File: config.mk
export PLATFORM = sky130hd
export DESIGN_NAME = htd_walk_ctrl
export DESIGN_NICKNAME = d
export VERILOG_FILES = /design/src/hdl/htd_pkg.sv /design/src/hdl/htd_walk_ctrl.sv
export SDC_FILE = /design/constraint.sdc
export NUM_CORES = 1
export LEC_CHECK = 0
export ABC_CLOCK_PERIOD_IN_PS = 1950
export BUFFER_PORTS_ARGS = -buffer_cell sky130_fd_sc_hd__buf_4
export CAP_MARGIN = 0
export CORE_ASPECT_RATIO = 1.5
export CORE_MARGIN = 4
export CORE_UTILIZATION = 45
export CTS_CLUSTER_SIZE = 14
export DETAILED_ROUTE_END_ITERATION = 8
export GPL_ROUTABILITY_DRIVEN = 0
export HOLD_SLACK_MARGIN = 0.05
export PLACE_DENSITY = 0.75
export SKIP_LAST_GASP = 1
export SYNTH_ARGS = -nofsm -noshare
export SYNTH_HDL_FRONTEND = slang
export SYNTH_SLANG_ARGS = --single-unit
File: constraint.sdc
create_clock -name clk -period 1.95 [get_ports clk]
set_input_delay 0.195 -clock clk [delete_from_list [all_inputs] [get_ports clk]]
set_output_delay 0.195 -clock clk [all_outputs]
set_load 0.02 [all_outputs]
File: src/hdl/htd_pkg.sv
package htd_pkg;

	localparam int IDX_W = 8;
	localparam int SYM_W = 7;
	localparam int BYTE_W = 8;
	localparam int BIT_CNT_W = 4;

	typedef logic [IDX_W-1:0] idx_t;
	typedef logic [SYM_W-1:0] sym_t;

	localparam sym_t SYM_NUL = '0;

	// Item opcodes
	typedef enum logic [1:0] {
		OP_NODE_WRITE = 2'd0,
		OP_DECODE     = 2'd1,
		OP_RESTART    = 2'd2
	} op_t;

	// One tree node as seen by the walker
	typedef struct packed {
		logic leaf;
		idx_t left;
		idx_t right;
		sym_t sym;
	} node_t;

	// Node memory write request
	typedef struct packed {
		logic  en;
		idx_t  idx;
		node_t node;
	} node_wr_t;

	typedef enum logic [2:0] {
		ST_IDLE,
		ST_FETCH,
		ST_NODE,
		ST_CHILD,
		ST_EMIT,
		ST_FLUSH
	} walk_state_t;

endpackage

File: src/hdl/htd_walk_ctrl.sv
module htd_walk_ctrl import htd_pkg::*; (
	input  logic                clk,
	input  logic                arst_n,
	input  logic                item_valid,
	output logic                item_ready,
	input  logic [1:0]          opcode,
	input  idx_t                node_index,
	input  logic                node_is_leaf,
	input  idx_t                left_child,
	input  idx_t                right_child,
	input  sym_t                leaf_symbol,
	input  logic [BYTE_W-1:0]   code_byte,
	input  idx_t                root_node,
	output idx_t                rd_idx,
	input  node_t               rd_node,
	output node_wr_t            wr,
	output logic                result_valid,
	input  logic                result_ready,
	output sym_t                symbol,
	output logic                end_of_message,
	output logic                last
);

	walk_state_t state_q, state_d;

	idx_t                 walk_q, walk_d;
	idx_t                 nxt_q, nxt_d;
	logic                 done_q, done_d;
	logic [BYTE_W-1:0]    shift_q, shift_d;
	logic [BIT_CNT_W-1:0] bits_q, bits_d;
	sym_t                 sym_q, sym_d;
	logic                 pend_vld_q, pend_vld_d;
	sym_t                 pend_sym_q, pend_sym_d;
	logic                 out_vld_q, out_vld_d;
	sym_t                 out_sym_q, out_sym_d;
	logic                 out_eom_q, out_eom_d;
	logic                 out_last_q, out_last_d;

	logic accept;
	logic slot_free;
	logic byte_end;
	logic step_bit;
	logic next_bit;

	assign item_ready = (state_q == ST_IDLE);
	assign accept = item_valid && item_ready;
	assign slot_free = !out_vld_q || result_ready;
	assign byte_end = (bits_q == BIT_CNT_W'(1));
	assign step_bit = shift_q[BYTE_W-1];
	assign next_bit = shift_q[BYTE_W-2];

	assign result_valid = out_vld_q;
	assign symbol = out_sym_q;
	assign end_of_message = out_eom_q;
	assign last = out_last_q;

	// Next state
	always_comb begin
		state_d = state_q;
		unique case (state_q)
			ST_IDLE: begin
				if (accept && opcode == OP_DECODE && !done_q) begin
					state_d = ST_FETCH;
				end
			end
			ST_FETCH: state_d = ST_NODE;
			ST_NODE: state_d = rd_node.leaf ? ST_EMIT : ST_CHILD;
			ST_CHILD: begin
				if (rd_node.leaf) begin
					state_d = ST_EMIT;
				end else if (byte_end) begin
					state_d = pend_vld_q ? ST_FLUSH : ST_IDLE;
				end
			end
			ST_EMIT: begin
				if (!pend_vld_q || slot_free) begin
					state_d = (sym_q == SYM_NUL || byte_end) ? ST_FLUSH : ST_NODE;
				end
			end
			ST_FLUSH: begin
				if (slot_free) begin
					state_d = ST_IDLE;
				end
			end
			default: state_d = ST_IDLE;
		endcase
	end

	// Datapath and memory control
	always_comb begin
		walk_d = walk_q;
		nxt_d = nxt_q;
		done_d = done_q;
		shift_d = shift_q;
		bits_d = bits_q;
		sym_d = sym_q;
		pend_vld_d = pend_vld_q;
		pend_sym_d = pend_sym_q;
		out_vld_d = out_vld_q && !result_ready;
		out_sym_d = out_sym_q;
		out_eom_d = out_eom_q;
		out_last_d = out_last_q;
		rd_idx = walk_q;
		wr = '0;
		unique case (state_q)
			ST_IDLE: begin
				if (accept) begin
					case (opcode)
						OP_NODE_WRITE: begin
							wr.en = 1'b1;
							wr.idx = node_index;
							wr.node.leaf = node_is_leaf;
							wr.node.left = left_child;
							wr.node.right = right_child;
							wr.node.sym = leaf_symbol;
						end
						OP_RESTART: begin
							walk_d = root_node;
							done_d = 1'b0;
						end
						OP_DECODE: begin
							shift_d = code_byte;
							bits_d = BIT_CNT_W'(BYTE_W);
						end
						default: ;
					endcase
				end
			end
			ST_FETCH: rd_idx = walk_q;
			// Walk node in hand: a leaf emits, else fetch the child
			ST_NODE: begin
				if (rd_node.leaf) begin
					sym_d = rd_node.sym;
				end else begin
					nxt_d = step_bit ? rd_node.right : rd_node.left;
					rd_idx = nxt_d;
				end
			end
			// Child in hand: a leaf emits, else it becomes the walk node and
			// its own child for the next bit is fetched at once unless the byte ends
			ST_CHILD: begin
				if (rd_node.leaf) begin
					sym_d = rd_node.sym;
				end else begin
					walk_d = nxt_q;
					shift_d = {shift_q[BYTE_W-2:0], 1'b0};
					bits_d = bits_q - BIT_CNT_W'(1);
					if (!byte_end) begin
						nxt_d = next_bit ? rd_node.right : rd_node.left;
						rd_idx = nxt_d;
					end
				end
			end
			// The held symbol goes out once a newer one shows it is not last
			ST_EMIT: begin
				if (!pend_vld_q || slot_free) begin
					if (pend_vld_q) begin
						out_vld_d = 1'b1;
						out_sym_d = pend_sym_q;
						out_eom_d = (pend_sym_q == SYM_NUL);
						out_last_d = 1'b0;
					end
					pend_vld_d = 1'b1;
					pend_sym_d = sym_q;
					walk_d = root_node;
					shift_d = {shift_q[BYTE_W-2:0], 1'b0};
					bits_d = bits_q - BIT_CNT_W'(1);
					if (sym_q == SYM_NUL) begin
						done_d = 1'b1;
					end
					rd_idx = root_node;
				end
			end
			ST_FLUSH: begin
				if (slot_free) begin
					out_vld_d = 1'b1;
					out_sym_d = pend_sym_q;
					out_eom_d = (pend_sym_q == SYM_NUL);
					out_last_d = 1'b1;
					pend_vld_d = 1'b0;
				end
			end
			default: ;
		endcase
	end

	// Control state
	always_ff @(posedge clk or negedge arst_n) begin
		if (!arst_n) begin
			state_q <= ST_IDLE;
			walk_q <= '0;
			done_q <= 1'b0;
			bits_q <= '0;
			pend_vld_q <= 1'b0;
			out_vld_q <= 1'b0;
		end else begin
			state_q <= state_d;
			walk_q <= walk_d;
			done_q <= done_d;
			bits_q <= bits_d;
			pend_vld_q <= pend_vld_d;
			out_vld_q <= out_vld_d;
		end
	end

	// Payload
	always_ff @(posedge clk) begin
		nxt_q <= nxt_d;
		shift_q <= shift_d;
		sym_q <= sym_d;
		pend_sym_q <= pend_sym_d;
		out_sym_q <= out_sym_d;
		out_eom_q <= out_eom_d;
		out_last_q <= out_last_d;
	end

endmodule

# Yosys cells after proc, flatten, opt, wreduce, memory -nomap -nowiden
# Cells that the tools add are included.
# totals
elab_cells,124
ff_bits,57
latch_bits,0
rom_bits,0
n_memories,0
ram_bits,0
# classes
shifts,0
n_eq_ne,20
bitwise_logic,0
n_lt_le_gt_ge,0
mul,0
add_sub_neg,1
n_div,0
n_reduce_logical,29
muxes,61
# ops
op,count
$mux W8,16
$mux W33,3
$pmux W8 S3,3
$mux W3,8
$mux W7,3
$pmux W3 S6,1
$mux W4,4
$pmux W8 S2,1
$reduce_and A4 Y1,4
$mux W1,15
$logic_not A7 Y1,2
$ne A2 B2 Y1 const B,7
$pmux W7 S2,1
$pmux W4 S3,1
$pmux W1 S2,5
$reduce_and A5 Y1,2
$ne A2 B1 Y1 const B,4
$eq A3 B2 Y1 const B,2
$eq A3 B3 Y1 const B,2
$reduce_bool A2 Y1,3
$eq A4 B1 Y1 const B,1
$logic_and A1 B1 Y1,4
$logic_not A1 Y1,4
$reduce_and A2 Y1,2
other kinds (11),13

# Depth between registers and ports, before layout
# logic_depth
ltp_word,6
mapped_depth,7
depth_no_buf,6

# Worst setup path after synthesis
# No wires, ideal clock.
# synth_timing
kind,register to output
startpoint,register state_q[2]
endpoint,output rd_idx[0]
path_slack_ns,0.048
path_stages_with_launch,7
n_path_buf,2
t_arrival_ns,1.707
path_cell_list,dfrtp_1 > buf_6 > or3b_4 > a31oi_2 > or2_1 > buf_6 > o221ai_2
# synth_between
elab_chain_cells,2
# synth_rtl
item,line,rtl
from (decl),htd_walk_ctrl.sv:24,"walk_state_t state_q, state_d;"
from (signal assigned),htd_walk_ctrl.sv:197,state_q <= state_d;
$eq A3 B3 Y1 or $eq A3 B2 Y1 (tied branches),htd_walk_ctrl.sv:105,unique case (state_q)
$pmux W8 S3 *,htd_walk_ctrl.sv:105,
to (decl),htd_walk_ctrl.sv:14,"output idx_t rd_idx,"
# Every way passes the cells marked *; elsewhere a longest branch is shown, timed or not.

# Worst setup path after layout
# layout_timing
startpoint,register state_q[2]
endpoint,output rd_idx[3]
# The elaborated chain is that of the path after synthesis.

==> metrics.md <==
| Metric | Value |
|---|---|
| Status | finished with violations |
| Failing checks | setup timing |
| Number of global-route vias before repair | 3219 |
| Num CTS Buffers | 9 |
| Setup crit start | state_q[2] |
| Fmax | 476.6 MHz |
| Final #Nets | 525 |
| Area after DPL | 0.004496 mm^2 |
| Post-DP HPWL | 6.989 mm |
| Slew @ Worst Pin | 0.6571 ns |
| Worst EP required | 1.75 ns |
| Die ar. | 0.008876 mm^2 |
| Yosys warns | 0 |
| Port bufs | 129 |
| Iter 0 DRT Violations | 214 |
| Vias | 2965 |
| Critical R2R Launch | state_q[1] |
| Slew headroom | 56.19% |
| Initial core utilization | 46.12% |
| Power Density | 988.2 mW/mm^2 |
| Final setup fails | 41 |
| Worst clock skew | 0.003899 ns |
| Static leakage | 2.365 nW |
| N_diodes | 0 |
| WL/cell | 18.97 um |
| Share of the synthesized area in the top cell type | 35.14% |
| Clk sinks | 57 |
| RSZ-0062 raised after global routing | yes |
| Root Driver | clkbuf_8 |
| Critical Path Start Type | register |
| Mapped Area | 0.003333 mm^2 |
| Most frequent cells in the layout | buf_4, buf_6, edfxtp_1 |
| Area of the core | 0.007227 mm^2 |
| Post-Synthesis Mean Instance Area | 12.67 um^2 |
| Crit path max fanout | 6 |
| Die width | 78.27 um |
| Tmin final | 2.098 ns |
| First-pass iteration count of the detailed router | 4 |
| Largest cells by area after synthesis | edfxtp_1, dfrtp_1, and2_1 |
| Final core utilization | 73.39% |
| Num ports | 130 |
| Tot GR Track Use | 23.80% |
| Via-to-Cell Ratio | 5.391 |
| Hold/Removal Path Class | in -> reg |
| Gate Count Post-Synth | 263 |
| Max Slew Vio Count | 0 |
| Final Cycle Share | 107.6% |
| Initial antenna violation count | 0 |
| Number of fill cells in the layout | 513 |
| Final hold violations | 0 |
| Seq cells post-synth | 57 |
| DRT Wirelength | 10.44 mm |
| Routed Antenna Nets | 0 |
| Die Ht | 113.4 um |
| Crit path DAT | 1.90 ns |
| Final instance area | 0.005304 mm^2 |
| Synth cell types | 60 |
| Std-Cell Rows | 38 |
| Hold Path Origin | code_byte[0] |
| CP Capture Type | output port |
| Htree depth | 3 |
| Clk slew on worst S/H paths | 0.06 ns |
| Crit path kind | reg -> out |
| Commonest non-fill, non-tap cell in the layout | buf_4 |
| Maximum clock insertion buffer count | 2 |
| Area leader, netlist | edfxtp_1 |
| Total gr overflow | 0 |
| Seq/Total Area, Yosys | 48.65% |
| Global-route wire length before repair | 15.95 mm |
| Maxcap violations | 0 |
| Async S/R FF share, synth | 31.58% |
| EDFF count, synth | 39 |
| Synthesis-to-layout area growth | 59.12% |
| Final setup TNS | -4.617 ns |
| Largest net degree at the start of global routing | 19 |
| Layout cells sized above 1 | 63.56% |
| Skew-Pair Late Insertion Delay | 0.34 ns |
| Tot Pwr | 5.241 mW |
| CTS tree | done |
| Syn nets | 343 |
| Ys flop type | edfxtp_1 |
| Peak supply drop | 0.0004565 V |
| DRC viols | 0 |
| Post-route setup slack | -0.1482 ns |
==> cell type report <==
type / instances / area, um^2 / area share, %
multi-input cells: 178 / 1689 / 31.85
flip-flops and latches: 57 / 1624 / 30.62
inverters: 13 / 48.80 / 0.9200
repair buffers: 186 / 1653 / 31.16
well taps: 100 / 125.1 / 2.359
clock buffers: 11 / 141.4 / 2.666
clock inverters: 5 / 22.52 / 0.4246
==> stage by stage <==
stage | hold slack (ns) | cells | setup WS, ns
global placement | 0.09027 | 499 | 0.1671
CTS | 0.1109 | 542 | -0.1521
detailed placement | 0.09019 | 499 | 0.07206
finish | 0.1257 | 550 | -0.1482
global route | 0.1170 | 550 | -0.2142
floorplan | -0.1006 | 263 | 0.04795
==> cell families (layout without fill, tap and decap cells) <==
family | count (synthesis) | after routing | synth area share [%]
fa+ha+maj | 2 | 2 | 0.7506
mux | 31 | 31 | 11.82
flops | 57 | 57 | 48.65
buf+inv | 29 | 215 | 5.331
compound gates | 68 | 68 | 17.91
simple gates | 76 | 77 | 15.54
==> synthesized netlist by cell type, types with 3 or more instances <==
cell type  instances
a21oi_1            4
mux2i_1            9
nor2_2             3
and3b_1            3
buf_6              7
o221ai_2           8
dfrtp_1           18
mux2_4            12
nand2_1            3
nor3_1             3
inv_1             13
o21ai_1            6
buf_4              3
and2_1            34
edfxtp_1          39
nor2_1             6
o22a_1             4
buf_2              4
a22oi_1            8
a22o_1            13
mux2_2             9
o21ai_0            4
==> per-layer routing <==
metal / track usage, % / routed length (um)
met5: 0 / 0
met4: 8.751 / 168
met3: 7.820 / 810
met2: 45.71 / 5895
met1: 23.22 / 3561
==> registers in the layout (all words and copies together) (netlist names), 3 cells and up <==
register and flops:
walk_q 8, pend_sym_q 7, sym_q 7, symbol 7, bits_q 4, nxt_q 8
state_q 3, shift_q 8
==> worst max-delay path, stage by stage (launching register included) <==
cell and delay, ns:
dfrtp_2 0.45, or3b_4 0.40, a31oi_4 0.17, or2_4 0.16
buf_6 0.12, o221ai_2 0.11, buf_6 0.16
==> power breakdown <==
part           internal, mW  switching, mW
clock                 0.479          0.447
sequential             1.58          0.183
combinational          1.35           1.20
==> worst paths after layout <==
kind / depth (start not counted) / slack [ns] / to
max in group asynchronous: 2 / 1.45 / state_q[2]
min reg2reg: 0 / 0.44 / symbol[4]
min: 2 / 0.13 / shift_q[0]
max: 6 / -0.15 / rd_idx[3]
max reg2reg: 7 / 0.01 / shift_q[3]
min in group asynchronous: 2 / 0.27 / walk_q[5]
==> repair_timing <==
action,CTS,global route
endpoints found under the setup margin,41,49
buffers inserted,15,10
pin swaps,8,39
endpoints found under the hold margin,25,0
hold buffers,8,0
gates cloned,4,2
gates resized for setup,75,27
Power figures use the tool's default switching activity.
